## src/sv/erpp_pkg.sv

```systemverilog
// Shared constants, types and the quarter-wave sine table for the point rotator.
`default_nettype none
package erpp_pkg;

    localparam int COEF_FRAC_BITS = 14;
    localparam int COORD_WIDTH    = 16;

    localparam int SIN_W   = COEF_FRAC_BITS + 1;          // table magnitude, 0..2^F
    localparam int COEF_W  = COEF_FRAC_BITS + 2;          // signed Q2.F coefficient
    localparam int PROD_W  = 2 * COEF_W;                  // sine * sine
    localparam int TRIP_W  = 3 * COEF_W + 1;              // sine^3 plus aligned sine^2
    localparam int MUL_W   = COORD_WIDTH + COEF_W;        // coordinate * coefficient
    localparam int ACC_W   = MUL_W + 2;                   // three products summed
    localparam int OUT_W   = 26;
    localparam int OUT_FRAC_SHIFT = COEF_FRAC_BITS - 8;
    localparam int ANGLE_W = 9;
    localparam int TAB_IDX_W = 7;
    localparam int TAB_LAST  = 90;

    localparam int CFG_IDX_W   = 2;
    localparam logic [CFG_IDX_W-1:0] REG_ROT_X = 2'd0;
    localparam logic [CFG_IDX_W-1:0] REG_ROT_Y = 2'd1;
    localparam logic [CFG_IDX_W-1:0] REG_ROT_Z = 2'd2;

    localparam logic [63:0] PI_Q30 = 64'd3373259426;

    typedef logic [TAB_LAST:0][SIN_W-1:0] sine_tab_t;

    typedef struct packed {
        logic signed [COEF_W-1:0] m00;
        logic signed [COEF_W-1:0] m01;
        logic signed [COEF_W-1:0] m02;
        logic signed [COEF_W-1:0] m10;
        logic signed [COEF_W-1:0] m11;
        logic signed [COEF_W-1:0] m12;
    } coef_set_t;

    // Q2.30 Taylor series of sin for 0..90 degrees, rounded to QF.
    function automatic sine_tab_t build_sine_tab();
        sine_tab_t          tab;
        logic [63:0]        x;
        logic [63:0]        x2;
        logic [63:0]        term;
        logic signed [63:0] sum;
        tab = '0;
        for (int d = 0; d <= TAB_LAST; d++) begin
            x    = (64'(d) * PI_Q30) / 64'd180;
            x2   = (x * x) >> 30;
            term = x;
            sum  = signed'(x);
            for (int n = 1; n <= 7; n++) begin
                term = (term * x2) >> 30;
                case (n)
                    1:       term = term / 64'd6;
                    2:       term = term / 64'd20;
                    3:       term = term / 64'd42;
                    4:       term = term / 64'd72;
                    5:       term = term / 64'd110;
                    6:       term = term / 64'd156;
                    default: term = term / 64'd210;
                endcase
                if ((n % 2) == 1) begin
                    sum = sum - signed'(term);
                end else begin
                    sum = sum + signed'(term);
                end
            end
            if (sum < 0) begin
                sum = '0;
            end
            if (sum > (64'sd1 <<< 30)) begin
                sum = 64'sd1 <<< 30;
            end
            sum = (sum + (64'sd1 <<< (29 - COEF_FRAC_BITS))) >>> (30 - COEF_FRAC_BITS);
            tab[d] = sum[SIN_W-1:0];
        end
        return tab;
    endfunction

    localparam sine_tab_t SINE_TAB = build_sine_tab();

endpackage
`default_nettype wire

```

## src/sv/erpp_proj.sv

```systemverilog
// Three-stage projection pipeline: multiply, row sums, shift and saturate.
`default_nettype none
module erpp_proj
    import erpp_pkg::*;
(
    input  wire logic                          aclk,
    input  wire logic                          aresetn,
    input  wire logic                          hold,
    input  wire coef_set_t                     coefs,
    input  wire logic                          in_valid,
    output logic                               in_ready,
    input  wire logic signed [COORD_WIDTH-1:0] in_x,
    input  wire logic signed [COORD_WIDTH-1:0] in_y,
    input  wire logic signed [COORD_WIDTH-1:0] in_z,
    input  wire logic                          in_last,
    output logic                               out_valid,
    input  wire logic                          out_ready,
    output logic signed [OUT_W-1:0]            out_x,
    output logic signed [OUT_W-1:0]            out_y,
    output logic                               out_last
);

    localparam logic signed [ACC_W-1:0] OUT_MAX = ACC_W'((1 << (OUT_W - 1)) - 1);
    localparam logic signed [ACC_W-1:0] OUT_MIN = -OUT_MAX - ACC_W'(1);

    logic                    v1_reg, v2_reg, v3_reg;
    logic signed [MUL_W-1:0] px0_reg, py0_reg, pz0_reg, px1_reg, py1_reg, pz1_reg;
    logic                    last1_reg, last2_reg, last3_reg;
    logic signed [ACC_W-1:0] acc_x_reg, acc_y_reg;
    logic signed [OUT_W-1:0] out_x_reg, out_y_reg;

    logic en1, en2, en3, accept;
    logic signed [ACC_W-1:0] acc_x_next, acc_y_next;

    function automatic logic signed [OUT_W-1:0] scale_sat(input logic signed [ACC_W-1:0] a);
        logic signed [ACC_W-1:0] s;
        s = a >>> OUT_FRAC_SHIFT;
        if (s > OUT_MAX) begin
            s = OUT_MAX;
        end else if (s < OUT_MIN) begin
            s = OUT_MIN;
        end
        return s[OUT_W-1:0];
    endfunction

    // each stage moves when its slot is empty or the next one moves
    assign en3      = !v3_reg || out_ready;
    assign en2      = !v2_reg || en3;
    assign en1      = !v1_reg || en2;
    assign in_ready = en1 && !hold;
    assign accept   = in_valid && in_ready;

    assign acc_x_next = ACC_W'(px0_reg) + ACC_W'(py0_reg) + ACC_W'(pz0_reg);
    assign acc_y_next = ACC_W'(px1_reg) + ACC_W'(py1_reg) + ACC_W'(pz1_reg);

    always_ff @(posedge aclk) begin
        if (!aresetn) begin
            v1_reg <= 1'b0;
            v2_reg <= 1'b0;
            v3_reg <= 1'b0;
        end else begin
            if (en1) begin
                v1_reg <= accept;
            end
            if (en2) begin
                v2_reg <= v1_reg;
            end
            if (en3) begin
                v3_reg <= v2_reg;
            end
        end
    end

    always_ff @(posedge aclk) begin
        if (en1) begin
            px0_reg   <= MUL_W'(in_x) * MUL_W'(coefs.m00);
            py0_reg   <= MUL_W'(in_y) * MUL_W'(coefs.m01);
            pz0_reg   <= MUL_W'(in_z) * MUL_W'(coefs.m02);
            px1_reg   <= MUL_W'(in_x) * MUL_W'(coefs.m10);
            py1_reg   <= MUL_W'(in_y) * MUL_W'(coefs.m11);
            pz1_reg   <= MUL_W'(in_z) * MUL_W'(coefs.m12);
            last1_reg <= in_last;
        end
        if (en2) begin
            acc_x_reg <= acc_x_next;
            acc_y_reg <= acc_y_next;
            last2_reg <= last1_reg;
        end
        if (en3) begin
            out_x_reg <= scale_sat(acc_x_reg);
            out_y_reg <= scale_sat(acc_y_reg);
            last3_reg <= last2_reg;
        end
    end

    assign out_valid = v3_reg;
    assign out_x     = out_x_reg;
    assign out_y     = out_y_reg;
    assign out_last  = last3_reg;

endmodule
`default_nettype wire

```

## config.mk

```make
export PLATFORM = sky130hd
export DESIGN_NAME = erpp_proj
export DESIGN_NICKNAME = d
export VERILOG_FILES = /design/src/sv/erpp_pkg.sv /design/src/sv/erpp_proj.sv
export SDC_FILE = /design/constraint.sdc
export NUM_CORES = 2
export LEC_CHECK = 0
export ABC_AREA = 1
export BUFFER_PORTS_ARGS = -buffer_cell sky130_fd_sc_hd__buf_2
export CELL_PAD_IN_SITES_DETAIL_PLACEMENT = 1
export CELL_PAD_IN_SITES_GLOBAL_PLACEMENT = 2
export CORE_ASPECT_RATIO = 2
export CORE_MARGIN = 5
export CORE_UTILIZATION = 41
export CTS_CLUSTER_DIAMETER = 80
export DETAILED_ROUTE_END_ITERATION = 7
export MAX_ROUTING_LAYER = met4
export PLACE_DENSITY = 0.84
export SLEW_MARGIN = 10
export SYNTH_ARGS = -nofsm -noshare
export SYNTH_HDL_FRONTEND = slang
export SYNTH_SLANG_ARGS = --single-unit
```

## constraint.sdc

```tcl
create_clock -name aclk -period 8.9 [get_ports aclk]
set_clock_uncertainty 0.1 [all_clocks]
set_input_delay 0.89 -clock aclk [delete_from_list [all_inputs] [get_ports aclk]]
set_output_delay 0.89 -clock aclk [all_outputs]
set_load 0.02 [all_outputs]
```

==> results.md <==
Status:
- The run finished with clean final reports.

STA:
- Derived from the worst setup path, the maximum achievable clock frequency is 145 MHz.
- Setup repair after global routing left no endpoint under its margin.
- The number of setup violations in the final report is 0.
- The final number of max-transition violations came to 0.
- The total negative slack for setup checks is 0 ns.
- The time the final worst path needs with I/O delays and setup is 6.89 ns.
- The slew at the pin closest to its max-slew limit is 1.18 ns.
- On the final layout, the worst hold slack is 0.307 ns.
- The hold violation total from the final report was 0.
- Headroom to the max-slew limit came out at 0.210.
- The share of the clock period used by the worst path is 0.774.

CTS:
- TritonCTS built the clock tree.
- The buffers inserted during post-CTS setup optimization is 0.
- In this run the number of H-tree levels came out at 1.
- In this run, post-CTS repair resized a total of 0 instances.
- The source-to-sink clock delay at the later pin of the worst-skew pair is 0.66 ns.
- The number of buffers added to fix hold violations after cts is 0.
- The clock passes through at most 3 buffers.
- Counting the buffers created by CTS gives 31.
- The clock transition time at the flip-flop clock pins of the worst setup and hold paths is 0.09 ns.
- The root buffer cell chosen for the clock tree is clkbuf_16.
- The tree built by TritonCTS fans out to 306 sinks.

Routing:
- Once detail routing completed, the nets flagged for antenna violations numbered 0.
- The count of TritonRoute iterations in the first routing pass is 5.
- The remaining design rule violation count is 0.
- The final route contains 60613 vias.
- The number of violations reported at the end of detailed-routing iteration 0 is 2242.
- The routed wire length is 273000 um.
- The wire length per cell after detailed routing is 22.8 um.
- In the routed layout, each cell is associated on average with a via count of 5.07.

Floorplanning:
- The number of ports placed on the die boundary is 205.
- The initialized floorplan defines 226 standard-cell rows.
- The initial utilization of the core area, before any placement, comes to 0.412.
- The core box area is 189000 um2.
- The die span in x is 318 um.
- The die covers 200000 um2.
- From bottom edge to top edge, the die measures 627 um.

Worst setup path:
- The maximum fanout along the worst path is 21.
- The type of the setup path with the least slack is primary input to flip-flop.
- The worst path required time is 9.21 ns.
- The critical path goes through buf_2, nand2_1, inv_1, fa_1, fa_1, fa_1, fa_1, fa_1, fa_1, ha_1, nand2_1, nor2_1, nand2_1, nor3_1, a21oi_1, nand2_1, nand2_1.
- The critical path's most frequent cell is fa_1.
- The sort of element at the end of the critical path is a flip-flop.
- Among cell families on the critical path, the largest total delay comes from adder cells.
- The slowest stage of the critical path belongs to the cell fa_1.
- STA puts the critical path data arrival time at 7.19 ns.
- The startpoint type of the worst setup path is a primary input.
- Counting both buffers and inverters, the worst setup path holds a total of 2.
- In this design, the stage delay of the slowest critical-path cell is 0.97 ns.

Finish:
- In the layout the commonest cells are inv_1, nand2_1, fa_1.
- Leaving out fill and tap cells, the most frequent cell in the layout is inv_1.
- The number of standard cells in the final layout excluding fillers is 11965.
- The net total in the final layout is 11758.
- Once layout is complete, the utilization of the core stands at 0.435.
- The area added between synthesis and finish is 5.59%.
- Counting the fill cells in the layout gives 22939.
- Of the cells placed in the final design, the portion with a size suffix greater than 1 is 0.0432.

Yosys:
- The combined area of all synthesized cells is 78000 um2.
- The count of synthesis-stage warnings from yosys is 0.
- A synthesized cell averages 8.23 um2.
- Synthesis inferred 306 register bits.
- The cell count after synthesis came out at 9480.
- For this run, the register share of the synthesized area comes to 0.117.
- The fraction of synthesis flops using an asynchronous set or reset pin is 0.
- In the synthesized netlist the dominant register cell turns out to be edfxtp_1.
- The count of different cell masters after synthesis is 44.
- The net count after synthesis is 11820.
- Counting flops with a built-in enable in the synthesized netlist gives 303.

Global routing:
- The pin count of the biggest net entering global routing is 153.
- The overflow left after global routing is 0.
- The number of global-route vias before repair is 72708.
- The first-pass GRT wire length is 420000 um.
- The initial antenna violation count is 20.
- Across every metal layer, demand over resource in global routing totals 0.284.

Place:
- In this run the tool buffered the top-level ports with 204 buffer cells.
- The cell count after placement is 11893.
- The final estimated routing congestion in global placement is 0.940.
- The HPWL after detailed placement is 236000 um.

Worst hold path:
- The tightest min-delay check is of the primary input to flip-flop type.

Run:
- The max-cap violation count is 0.
## cells in the mapped netlist (all sizes together) (6+ instances only)
library cell | n | share of area
inv | 2848 | 0.14
nand2 | 2278 | 0.11
fa | 1634 | 0.42
ha | 556 | 0.089
nor2 | 409 | 0.021
clkbuf | 338 | 0.016
edfxtp | 303 | 0.12
a21oi | 301 | 0.020
xor2 | 178 | 0.020
nand3 | 172 | 0.011
o21ai | 147 | 0.0095
nand4 | 57 | 0.0046
nor3 | 48 | 0.0035
a21o | 40 | 0.0039
o21bai | 37 | 0.0036
xnor2 | 37 | 0.0042
a21boi | 17 | 0.0016
nand3b | 15 | 0.0014
a31oi | 13 | 0.0010
o211ai | 11 | 0.0013
or2 | 11 | 0.00088
o21a | 9 | 0.00087
a211oi | 6 | 0.00058
## final timing paths
path               startpoint             to  slack, ns  cells after the start
hold / removal        in_last      last1_reg       0.31                      1
hold reg to reg     last1_reg      last2_reg       0.32                      0
setup / recovery     in_x[15]    px1_reg[31]       2.01                     17
setup reg to reg  px1_reg[11]  acc_y_reg[31]       5.63                     12
## layout make-up
type	instances	area, um2	share of cell area
multi-input combinational	5986	56900	0.691
clock buffer	36	815	0.00989
timing repair buffer	245	1340	0.0163
tap	2508	3140	0.0381
sequential	306	9160	0.111
antenna	15	37.5	0.000456
inverter	2848	10700	0.130
clock inverter	21	273	0.00331
## cell families after synthesis
| family | share of synthesized area |
|---|---|
| AOI/OAI and AO/OA | 0.0423 |
| xor gates and xnor gates | 0.0243 |
| adders and majority gates | 0.509 |
| buffers and inverters | 0.153 |
| DFF | 0.117 |
| and+or+nand+nor | 0.154 |
## metrics by stage
step | worst slack, ns | cell area [um2]
finish | 2.01 | 82300
global route | 1.80 | 82300
CTS | 1.96 | 82300
detailed placement | 1.26 | 81200
global placement | 1.33 | 81200
floorplan | 1.05 | 78000
## metal layers
metal | GRT usage | share of wire | vias to the layer above | wire length (um)
li1 | - | - | 27119 | -
met1 | 0.259 | 0.32 | 31464 | 87400
met2 | 0.558 | 0.57 | 1268 | 155000
met3 | 0.0237 | 0.027 | 762 | 7240
met4 | 0.186 | 0.087 | 0 | 23600
met5 | - | 0 | - | 0
Power is left out: the tool's default activity adds up to more than one toggle a clock period on the data nets, which glitch-free logic cannot reach.
